**src/rtl/array_list_engine_macros.svh**
```systemverilog
// Assertion macros shared by the array list engine RTL.
// Each macro expects clk and rst_n to be visible where it is used.
`ifndef ARRAY_LIST_ENGINE_MACROS_SVH
`define ARRAY_LIST_ENGINE_MACROS_SVH

// Condition must hold at every clock edge out of reset.
`define ALE_ASSERT_HOLDS(lbl, cond) \
    lbl: assert property (@(posedge clk) disable iff (!rst_n) (cond)) \
        else $error("array list engine check failed");

// Consequent must hold in the same cycle as the antecedent.
`define ALE_ASSERT_IMPLIES(lbl, ante, cons) \
    lbl: assert property (@(posedge clk) disable iff (!rst_n) (ante) |-> (cons)) \
        else $error("array list engine check failed");

// Consequent must hold in the cycle after the antecedent.
`define ALE_ASSERT_NEXT(lbl, ante, cons) \
    lbl: assert property (@(posedge clk) disable iff (!rst_n) (ante) |=> (cons)) \
        else $error("array list engine check failed");

`endif

```
**src/rtl/ale_pkg.sv**
```systemverilog
// Shared types and constants of the array list engine.
// No dependencies; used by the cell, the top level and the bench.
`timescale 1ns / 1ps

package ale_pkg;

    // Index and count width large enough for the largest supported depth
    localparam int IDX_W = 11;

    typedef enum logic [2:0] {
        OP_PUSH_BACK  = 3'd0,
        OP_POP_BACK   = 3'd1,
        OP_PUSH_FRONT = 3'd2,
        OP_POP_FRONT  = 3'd3,
        OP_INSERT     = 3'd4,
        OP_ERASE      = 3'd5,
        OP_FIND       = 3'd6
    } op_t;

    typedef enum logic [2:0] {
        ST_OK        = 3'd0,
        ST_FULL      = 3'd1,
        ST_EMPTY     = 3'd2,
        ST_BAD_POS   = 3'd3,
        ST_NOT_FOUND = 3'd4
    } status_t;

    typedef enum logic {
        FSM_IDLE = 1'b0,
        FSM_FIND = 1'b1
    } fsm_t;

    // What every cell does in this cycle
    typedef enum logic [1:0] {
        CELL_HOLD  = 2'd0,
        CELL_OPEN  = 2'd1,
        CELL_CLOSE = 2'd2,
        CELL_FIND  = 2'd3
    } cell_op_t;

    typedef struct packed {
        cell_op_t           kind;
        logic [IDX_W-1:0]   at;
        logic [IDX_W-1:0]   cnt;
    } cell_cmd_t;

endpackage

```
**src/rtl/ale_req_if.sv**
```systemverilog
// Request channel of the array list engine: valid/ready plus operation fields.
// Depends on nothing.
`timescale 1ns / 1ps

interface ale_req_if;
    logic               valid;
    logic               ready;
    logic [2:0]         op;
    logic [4:0]         position;
    logic signed [31:0] value;

    modport source (output valid, output op, output position, output value, input ready);
    modport sink   (input valid, input op, input position, input value, output ready);
endinterface

```
**src/rtl/ale_rsp_if.sv**
```systemverilog
// Response channel of the array list engine: valid/ready plus result fields.
// Depends on nothing.
`timescale 1ns / 1ps

interface ale_rsp_if;
    logic       valid;
    logic       ready;
    logic [2:0] status;
    logic [3:0] found_index;
    logic [4:0] list_count;

    modport source (output valid, output status, output found_index, output list_count,
                    input ready);
    modport sink   (input valid, input status, input found_index, input list_count,
                    output ready);
endinterface

```
**src/rtl/ale_cell.sv**
```systemverilog
// One storage cell of the list row: holds one entry and a registered match flag.
// Depends on ale_pkg for the broadcast command type.
`timescale 1ns / 1ps

module ale_cell #(
    parameter int DATA_WIDTH = 32,
    parameter int INDEX      = 0
) (
    input  logic                    clk,
    input  ale_pkg::cell_cmd_t      cmd,
    input  logic [DATA_WIDTH-1:0]   word,
    input  logic [DATA_WIDTH-1:0]   left_entry,
    input  logic [DATA_WIDTH-1:0]   right_entry,
    output logic [DATA_WIDTH-1:0]   entry,
    output logic                    hit
);

    localparam logic [ale_pkg::IDX_W-1:0] IDX = ale_pkg::IDX_W'(INDEX);
    localparam logic [ale_pkg::IDX_W-1:0] IDX_UP = ale_pkg::IDX_W'(INDEX + 1);

    logic [DATA_WIDTH-1:0] entry_reg, entry_next;
    logic                  hit_reg, hit_next;

    // Shift, load or hold depending on where the gap opens or closes; on find, register the match flag
    always_comb
    begin
        entry_next = entry_reg;
        hit_next   = hit_reg;
        case (cmd.kind)
            ale_pkg::CELL_OPEN:
            begin
                if (IDX == cmd.at)
                    entry_next = word;
                else if (IDX > cmd.at && IDX <= cmd.cnt)
                    entry_next = left_entry;
            end
            ale_pkg::CELL_CLOSE:
            begin
                if (IDX >= cmd.at && IDX_UP < cmd.cnt)
                    entry_next = right_entry;
            end
            ale_pkg::CELL_FIND:
            begin
                hit_next = (entry_reg == word) && (IDX < cmd.cnt);
            end
            default:
            begin
                entry_next = entry_reg;
            end
        endcase
    end

    always_ff @(posedge clk)
    begin
        entry_reg <= entry_next;
        hit_reg   <= hit_next;
    end

    assign entry = entry_reg;
    assign hit   = hit_reg;

endmodule

```
**src/rtl/array_list_engine.sv**
```systemverilog
// Array list engine: an ordered list of up to DEPTH words in a row of cells, with a count.
// Push, pop, insert and erase act when a request is taken: the affected cells shift to or from
// their neighbors in the same cycle. For find, the cells compare in parallel into
// registered match flags, then a priority encoder picks the lowest index. A result sits in
// an output register; a new request is taken once that register is empty or being drained
// and no find is in progress. Reset clears the count; the entries themselves are not reset.
// Depends on ale_pkg, ale_req_if, ale_rsp_if, ale_cell and array_list_engine_macros.svh.
`timescale 1ns / 1ps
`include "array_list_engine_macros.svh"

module array_list_engine #(
    parameter int DEPTH      = 16,
    parameter int DATA_WIDTH = 32
) (
    input  logic        clk,
    input  logic        rst_n,
    ale_req_if.sink     req,
    ale_rsp_if.source   rsp
);

    localparam int CNT_W = $clog2(DEPTH + 1);
    localparam int IDX_W = ale_pkg::IDX_W;
    localparam logic [IDX_W-1:0] DEPTH_X = IDX_W'(DEPTH);

    // Control state
    ale_pkg::fsm_t          state_reg, state_next;
    logic [CNT_W-1:0]       count_reg, count_next;
    logic                   rsp_valid_reg, rsp_valid_next;

    // Result payload
    ale_pkg::status_t       status_reg, status_next;
    logic [3:0]             found_reg, found_next;
    logic [4:0]             lcount_reg, lcount_next;

    logic                   fire;
    logic                   is_find;
    logic                   slot_free;
    logic [IDX_W-1:0]       count_x;
    logic [IDX_W-1:0]       count_x_next;
    logic [IDX_W-1:0]       pos_x;
    ale_pkg::status_t       dec_status;
    ale_pkg::cell_cmd_t     cmd;
    logic [DATA_WIDTH-1:0]  word;
    logic [DATA_WIDTH-1:0]  cell_entry [DEPTH];
    logic [DEPTH-1:0]       hit;
    logic [IDX_W-1:0]       enc_index;
    logic                   enc_any;

    // Request word at the stored width
    generate
        if (DATA_WIDTH <= 32)
        begin : g_word_narrow
            assign word = req.value[DATA_WIDTH-1:0];
        end
        else
        begin : g_word_wide
            assign word = {{(DATA_WIDTH-32){1'b0}}, req.value};
        end
    endgenerate

    assign count_x   = IDX_W'(count_reg);
    assign pos_x     = IDX_W'(req.position);
    assign slot_free = !rsp_valid_reg || rsp.ready;
    assign fire      = req.valid && req.ready;
    assign is_find   = (req.op == ale_pkg::OP_FIND);

    // Operation decode: cell command, status and new count
    always_comb
    begin
        cmd.kind     = ale_pkg::CELL_HOLD;
        cmd.at       = '0;
        cmd.cnt      = count_x;
        dec_status   = ale_pkg::ST_OK;
        count_x_next = count_x;
        unique case (ale_pkg::op_t'(req.op))
            ale_pkg::OP_PUSH_BACK:
            begin
                if (count_x >= DEPTH_X)
                    dec_status = ale_pkg::ST_FULL;
                else
                begin
                    cmd.kind = ale_pkg::CELL_OPEN;
                    cmd.at   = count_x;
                end
            end
            ale_pkg::OP_POP_BACK:
            begin
                if (count_x == '0)
                    dec_status = ale_pkg::ST_EMPTY;
                else
                begin
                    cmd.kind = ale_pkg::CELL_CLOSE;
                    cmd.at   = count_x - IDX_W'(1);
                end
            end
            ale_pkg::OP_PUSH_FRONT:
            begin
                if (count_x >= DEPTH_X)
                    dec_status = ale_pkg::ST_FULL;
                else
                    cmd.kind = ale_pkg::CELL_OPEN;
            end
            ale_pkg::OP_POP_FRONT:
            begin
                if (count_x == '0)
                    dec_status = ale_pkg::ST_EMPTY;
                else
                    cmd.kind = ale_pkg::CELL_CLOSE;
            end
            ale_pkg::OP_INSERT:
            begin
                if (count_x >= DEPTH_X)
                    dec_status = ale_pkg::ST_FULL;
                else if (pos_x > count_x)
                    dec_status = ale_pkg::ST_BAD_POS;
                else
                begin
                    cmd.kind = ale_pkg::CELL_OPEN;
                    cmd.at   = pos_x;
                end
            end
            ale_pkg::OP_ERASE:
            begin
                if (count_x == '0)
                    dec_status = ale_pkg::ST_EMPTY;
                else if (pos_x >= count_x)
                    dec_status = ale_pkg::ST_BAD_POS;
                else
                begin
                    cmd.kind = ale_pkg::CELL_CLOSE;
                    cmd.at   = pos_x;
                end
            end
            ale_pkg::OP_FIND:
            begin
                cmd.kind = ale_pkg::CELL_FIND;
            end
            default:
            begin
                dec_status = ale_pkg::ST_OK;
            end
        endcase
        if (!fire)
            cmd.kind = ale_pkg::CELL_HOLD;
        if (cmd.kind == ale_pkg::CELL_OPEN)
            count_x_next = count_x + IDX_W'(1);
        else if (cmd.kind == ale_pkg::CELL_CLOSE)
            count_x_next = count_x - IDX_W'(1);
    end

    assign count_next = CNT_W'(count_x_next);

    // Row of cells, each wired to its neighbors; the edge cells see zero beyond the row
    generate
        for (genvar i = 0; i < DEPTH; i++)
        begin : g_cell
            logic [DATA_WIDTH-1:0] left_w;
            logic [DATA_WIDTH-1:0] right_w;
            if (i == 0)
            begin : g_left_edge
                assign left_w = '0;
            end
            else
            begin : g_left_link
                assign left_w = cell_entry[i-1];
            end
            if (i == DEPTH - 1)
            begin : g_right_edge
                assign right_w = '0;
            end
            else
            begin : g_right_link
                assign right_w = cell_entry[i+1];
            end
            ale_cell #(
                .DATA_WIDTH (DATA_WIDTH),
                .INDEX      (i)
            ) u_cell (
                .clk         (clk),
                .cmd         (cmd),
                .word        (word),
                .left_entry  (left_w),
                .right_entry (right_w),
                .entry       (cell_entry[i]),
                .hit         (hit[i])
            );
        end
    endgenerate

    // Lowest matching index from the registered match flags
    always_comb
    begin
        enc_index = '0;
        enc_any   = 1'b0;
        for (int i = DEPTH - 1; i >= 0; i--)
        begin
            if (hit[i])
            begin
                enc_index = IDX_W'(i);
                enc_any   = 1'b1;
            end
        end
    end

    // Next state
    always_comb
    begin
        state_next = state_reg;
        unique case (state_reg)
            ale_pkg::FSM_IDLE:
            begin
                if (fire && is_find)
                    state_next = ale_pkg::FSM_FIND;
            end
            ale_pkg::FSM_FIND:
            begin
                state_next = ale_pkg::FSM_IDLE;
            end
            default:
            begin
                state_next = ale_pkg::FSM_IDLE;
            end
        endcase
    end

    // State outputs
    always_comb
    begin
        req.ready = 1'b0;
        unique case (state_reg)
            ale_pkg::FSM_IDLE: req.ready = slot_free;
            ale_pkg::FSM_FIND: req.ready = 1'b0;
            default:           req.ready = 1'b0;
        endcase
    end

    // Result register load
    always_comb
    begin
        rsp_valid_next = rsp_valid_reg && !rsp.ready;
        status_next    = status_reg;
        found_next     = found_reg;
        lcount_next    = lcount_reg;
        if (state_reg == ale_pkg::FSM_FIND)
        begin
            rsp_valid_next = 1'b1;
            status_next    = enc_any ? ale_pkg::ST_OK : ale_pkg::ST_NOT_FOUND;
            found_next     = enc_index[3:0];
            lcount_next    = count_x[4:0];
        end
        else if (fire && !is_find)
        begin
            rsp_valid_next = 1'b1;
            status_next    = dec_status;
            found_next     = '0;
            lcount_next    = count_x_next[4:0];
        end
    end

    always_ff @(posedge clk or negedge rst_n)
    begin
        if (!rst_n)
        begin
            state_reg     <= ale_pkg::FSM_IDLE;
            count_reg     <= '0;
            rsp_valid_reg <= 1'b0;
        end
        else
        begin
            state_reg     <= state_next;
            count_reg     <= count_next;
            rsp_valid_reg <= rsp_valid_next;
        end
    end

    always_ff @(posedge clk)
    begin
        status_reg <= status_next;
        found_reg  <= found_next;
        lcount_reg <= lcount_next;
    end

    assign rsp.valid       = rsp_valid_reg;
    assign rsp.status      = status_reg;
    assign rsp.found_index = found_reg;
    assign rsp.list_count  = lcount_reg;

    // Checks
    `ALE_ASSERT_HOLDS(a_count_bound, count_x <= DEPTH_X)
    `ALE_ASSERT_IMPLIES(a_find_slot_free, state_reg == ale_pkg::FSM_FIND, !rsp_valid_reg)
    `ALE_ASSERT_NEXT(a_find_gives_result, state_reg == ale_pkg::FSM_FIND, rsp_valid_reg)
    `ALE_ASSERT_NEXT(a_open_grows, cmd.kind == ale_pkg::CELL_OPEN, count_x == $past(count_x) + IDX_W'(1))

endmodule

```
**src/flat_wrapper.sv**
```systemverilog
// flat-port wrapper written by rule: the top's interface ports become plain ports
module array_list_engine_flat 
#(
    parameter int DEPTH      = 16,
    parameter int DATA_WIDTH = 32
)
  (clk, rst_n, req_valid, req_op, req_position, req_value, req_ready, rsp_valid, rsp_status, rsp_found_index, rsp_list_count, rsp_ready);
  ale_req_if req_i ();
  ale_rsp_if rsp_i ();
  input  logic clk;
  input  logic rst_n;
  input wire logic [$bits(req_i.valid)-1:0] req_valid;
  input wire logic [$bits(req_i.op)-1:0] req_op;
  input wire logic [$bits(req_i.position)-1:0] req_position;
  input wire logic [$bits(req_i.value)-1:0] req_value;
  output wire logic [$bits(req_i.ready)-1:0] req_ready;
  output wire logic [$bits(rsp_i.valid)-1:0] rsp_valid;
  output wire logic [$bits(rsp_i.status)-1:0] rsp_status;
  output wire logic [$bits(rsp_i.found_index)-1:0] rsp_found_index;
  output wire logic [$bits(rsp_i.list_count)-1:0] rsp_list_count;
  input wire logic [$bits(rsp_i.ready)-1:0] rsp_ready;
  assign req_i.valid = req_valid;
  assign req_i.op = req_op;
  assign req_i.position = req_position;
  assign req_i.value = req_value;
  assign req_ready = req_i.ready;
  assign rsp_valid = rsp_i.valid;
  assign rsp_status = rsp_i.status;
  assign rsp_found_index = rsp_i.found_index;
  assign rsp_list_count = rsp_i.list_count;
  assign rsp_i.ready = rsp_ready;
  array_list_engine #(.DEPTH(DEPTH), .DATA_WIDTH(DATA_WIDTH)) u_core (.clk(clk), .rst_n(rst_n), .req(req_i), .rsp(rsp_i));
endmodule
```
**config.mk**
```make
export PLATFORM = sky130hd
export DESIGN_NAME = array_list_engine_flat
export DESIGN_NICKNAME = d
export VERILOG_FILES = /design/src/rtl/ale_pkg.sv /design/src/rtl/ale_req_if.sv /design/src/rtl/ale_rsp_if.sv /design/src/rtl/ale_cell.sv /design/src/rtl/array_list_engine.sv /design/src/flat_wrapper.sv
export VERILOG_INCLUDE_DIRS = /design/src /design/src/rtl
export SDC_FILE = /design/constraint.sdc
export NUM_CORES = 2
export LEC_CHECK = 0
export BUFFER_PORTS_ARGS = -buffer_cell sky130_fd_sc_hd__buf_2
export CORE_MARGIN = 5
export CORE_UTILIZATION = 55
export DETAILED_ROUTE_END_ITERATION = 8
export GPL_TIMING_DRIVEN = 1
export PLACE_DENSITY = 0.71
export RECOVER_POWER = 100
export SLEW_MARGIN = 15
export SYNTH_ARGS = -nofsm -noshare
export SYNTH_HDL_FRONTEND = slang
export SYNTH_SLANG_ARGS = --single-unit
export TNS_END_PERCENT = 1
```
**constraint.sdc**
```tcl
create_clock -name clk -period 11 [get_ports clk]
set_clock_uncertainty 0.1 [all_clocks]
set_input_delay 2.2 -clock clk [delete_from_list [all_inputs] [get_ports clk]]
set_output_delay 2.2 -clock clk [all_outputs]
set_load 0.03 [all_outputs]
```
==> summary.txt <==
Status = complete, but fails checks
Failing checks = max-capacitance violations, max-slew violations
CP max FO = 33
I/O Buffers = 57
Worst skew pair latency = 630 ps
Fin. max-slew vios = 1006
Slew HR = -131%
Flop pwr share = 46.7%
Final Hold Fails = 0
Number of instances resized during post-cts repair = 0
Nets = 3322
Switching portion of total power = 37.2%
Peak VDD IR = 0.000129 V
Netlist Area Pre-Place = 34400 sq um
Synth area leader = edfxtp_1
Critical-path cell list = clkbuf_1, ha_1, and3_1, o21a_1, o21ai_0, a32oi_1, clkbuf_1, nand2_1, or4_2, clkbuf_1, o211a_1, a211oi_4, clkbuf_1
Commonest non-fill, non-tap cells in the layout = nand2_1 (611), edfxtp_1 (540), o21ai_0 (494), mux2i_1 (448), xor2_1 (362)
Row count = 91
Setup crit end kind = flip-flop
Worst-Margin Slew = 3460 ps
CTS Sinks = 547
Initial DRC count = 4340
Post-synthesis sequential area ratio = 47.6%
Psw = 0.00297 W
Post-DP HPWL = 75800 um
Final worst path period share = 75.7%
Final instance area = 36900 sq um
Area share of the leading cell type in the synthesized netlist = 47.1%
Top post-synthesis cells by area = edfxtp_1 (47%), mux2i_1 (13%), xor2_1 (9.2%)
CP Launch Type = input pin
Setup TNS = 0 ps
Slowest cell on crit path = clkbuf_1
Largest net degree at the start of global routing = 329
Worst path bufs/invs = 4
Die area = 67600 sq um
Fin crit period = 8330 ps
Async set or reset register ratio after synthesis = 1.28%
CP Class = input pin to flip-flop
Mapped Cells = 3398
Initial Util = 55.6%
Commonest non-fill, non-tap cell in the layout = nand2_1
Initial DRT Pass Iterations = 9
Vias/cell = 6.60
Number of global-route vias before repair = 25.6k
Post-DRT Antenna Nets = 0
CTS Buf Count = 59
Core Area = 61800 sq um
I/O Pins = 58
WL final = 113000 um
Mean Syn Cell Area = 10.1 sq um
Worst setup margin = 2670 ps
Cell at the root of the clock tree = clkbuf_16
Number of flops mapped to enable cells by yosys = 540
Internal Power = 0.00502 W
Most used DFF post-synth = edfxtp_1
First-pass GRT wire length = 165000 um
F_max = 120 MHz
Yosys cell types = 72
Number of buffers added for setup after CTS = 0
Area Overhead vs Synth = 7.15%
Gr ovfl total = 0
Initial antenna violation count = 1
Die H = 260 um
Synthesized net count = 3455
Largest register FFs = 512
Max-Cap Viols = 25
Clock tree buffer depth = 3
Final setup viols = 0
Via count = 27.4k
DP Worst Slack = 4110 ps
Wire per inst = 27.1 um
TritonCTS clock tree = yes
H-tree depth = 2
Clock share of power = 24.5%
Fraction of layout cells with a size suffix above 1 = 5.79%
Static Leakage = 13.4 nW
CP max stage delay = 1440 ps
Worst Path Arrival = 8430 ps
Worst min-delay path class = flip-flop to flip-flop
Synth warn = 0
All-layer global routing usage = 32.0%
Chip width = 260 um
Clock slew at reported path FFs = 60 ps
Power density cells = 217 nW/um^2
Cts hold-fix bufs = 0
Unrepaired setup endpoints after global routing = no
DRC = 0
Gate power share = 28.7%
GP Congestion = 0.959
#FFs+latches synth = 547
WP data required = 11100 ps
CP most frequent cell = clkbuf_1
Fillers = 5165
Family with the most delay on the worst path = buffers and inverters
Placed Area = 35100 sq um
Yosys cell counts (18+ instances only):
| library cell | instances |
|---|---|
| nand2_1 | 610 |
| buf_4 | 18 |
| nand4_1 | 53 |
| xnor2_1 | 158 |
| nor4_1 | 110 |
| nor3_1 | 22 |
| o21ai_1 | 24 |
| o21ai_0 | 474 |
| nor2_1 | 41 |
| a21oi_1 | 61 |
| clkbuf_1 | 234 |
| xor2_1 | 362 |
| buf_2 | 34 |
| buf_1 | 29 |
| mux2i_1 | 448 |
| nand3_1 | 18 |
| edfxtp_1 | 540 |
layout make-up:
type / instances / area, sq um / area share, %
flip-flops and latches: 547 / 16400 / 44.5
clock buffers: 78 / 1610 / 4.37
repair buffers: 125 / 753 / 2.04
inverters: 19 / 71.3 / 0.193
clock inverters: 32 / 258 / 0.699
well taps: 837 / 1050 / 2.84
diodes: 2 / 5.00 / 0.0136
multi-input cells: 2513 / 16700 / 45.4
layer usage:
layer / up-vias / track usage (%) / part of all wire (%)
li1: 11800 / - / -
met1: 13200 / 48.9 / 41
met2: 2090 / 44.5 / 41
met3: 257 / 7.09 / 13
met4: 0 / 11.9 / 4.0
met5: - / 0 / 0
cell families (layout without fill, tap and decap cells):
kind of cell | Yosys count | in the layout | synth area share, %
other | 0 | 2 | 0
adder cells (fa/ha/maj) | 13 | 13 | 0.473
XOR/XNOR | 520 | 520 | 13.2
AND/OR/NAND/NOR | 901 | 901 | 11.6
multiplexers | 450 | 450 | 13.1
flip-flops | 547 | 547 | 47.6
buffers and inverters | 338 | 254 | 4.10
AO/OA/AOI/OAI | 629 | 629 | 9.81
worst reg2reg max path, stage by stage, from the launching register on:
cell	delay [ps]
dfrtp_1	750
clkinv_1	550
ha_1	490
and3_1	220
o21a_1	180
o21ai_0	320
a32oi_1	390
clkbuf_1	490
nand2_1	340
or4_2	720
clkbuf_1	960
o211a_1	440
a211oi_4	210
clkbuf_1	1440
power by group through the flow:
stage	clock (W)	combinational (W)	sequential [W]
finish	0.00196	0.00230	0.00374
global route	0.00206	0.00248	0.00375
detailed placement	0	0.00223	0.00371
CTS	0.00197	0.00224	0.00367
floorplan	0	0.00162	0.00343
global placement	0	0.00216	0.00370
final timing paths:
check / start / to / slack [ps] / depth (start not counted)
max in group asynchronous: rst_n / u_core.count_reg[4] / 9150 / 1
min: u_core.rsp.valid / u_core.rsp.valid / 420 / 1
max reg2reg: u_core.count_reg[3] / u_core.g_cell[9].u_cell.entry[7] / 2970 / 13
min in group asynchronous: rst_n / u_core.state_reg / 1370 / 1
min reg2reg: u_core.rsp.valid / u_core.rsp.valid / 420 / 1
max: req_position[4] / u_core.g_cell[9].u_cell.entry[7] / 2670 / 13
through the flow:
step                hold WS [ps]  total power [W]  instances  util [%]
floorplan                    446          0.00505       3398         -
global placement             385          0.00586       4038      56.8
detailed placement           406          0.00594       4038      56.8
CTS                          419          0.00788       4148      59.8
global route                 445          0.00829       4151      59.6
finish                       424          0.00799       4153      59.6
Power figures use the tool's default switching activity.
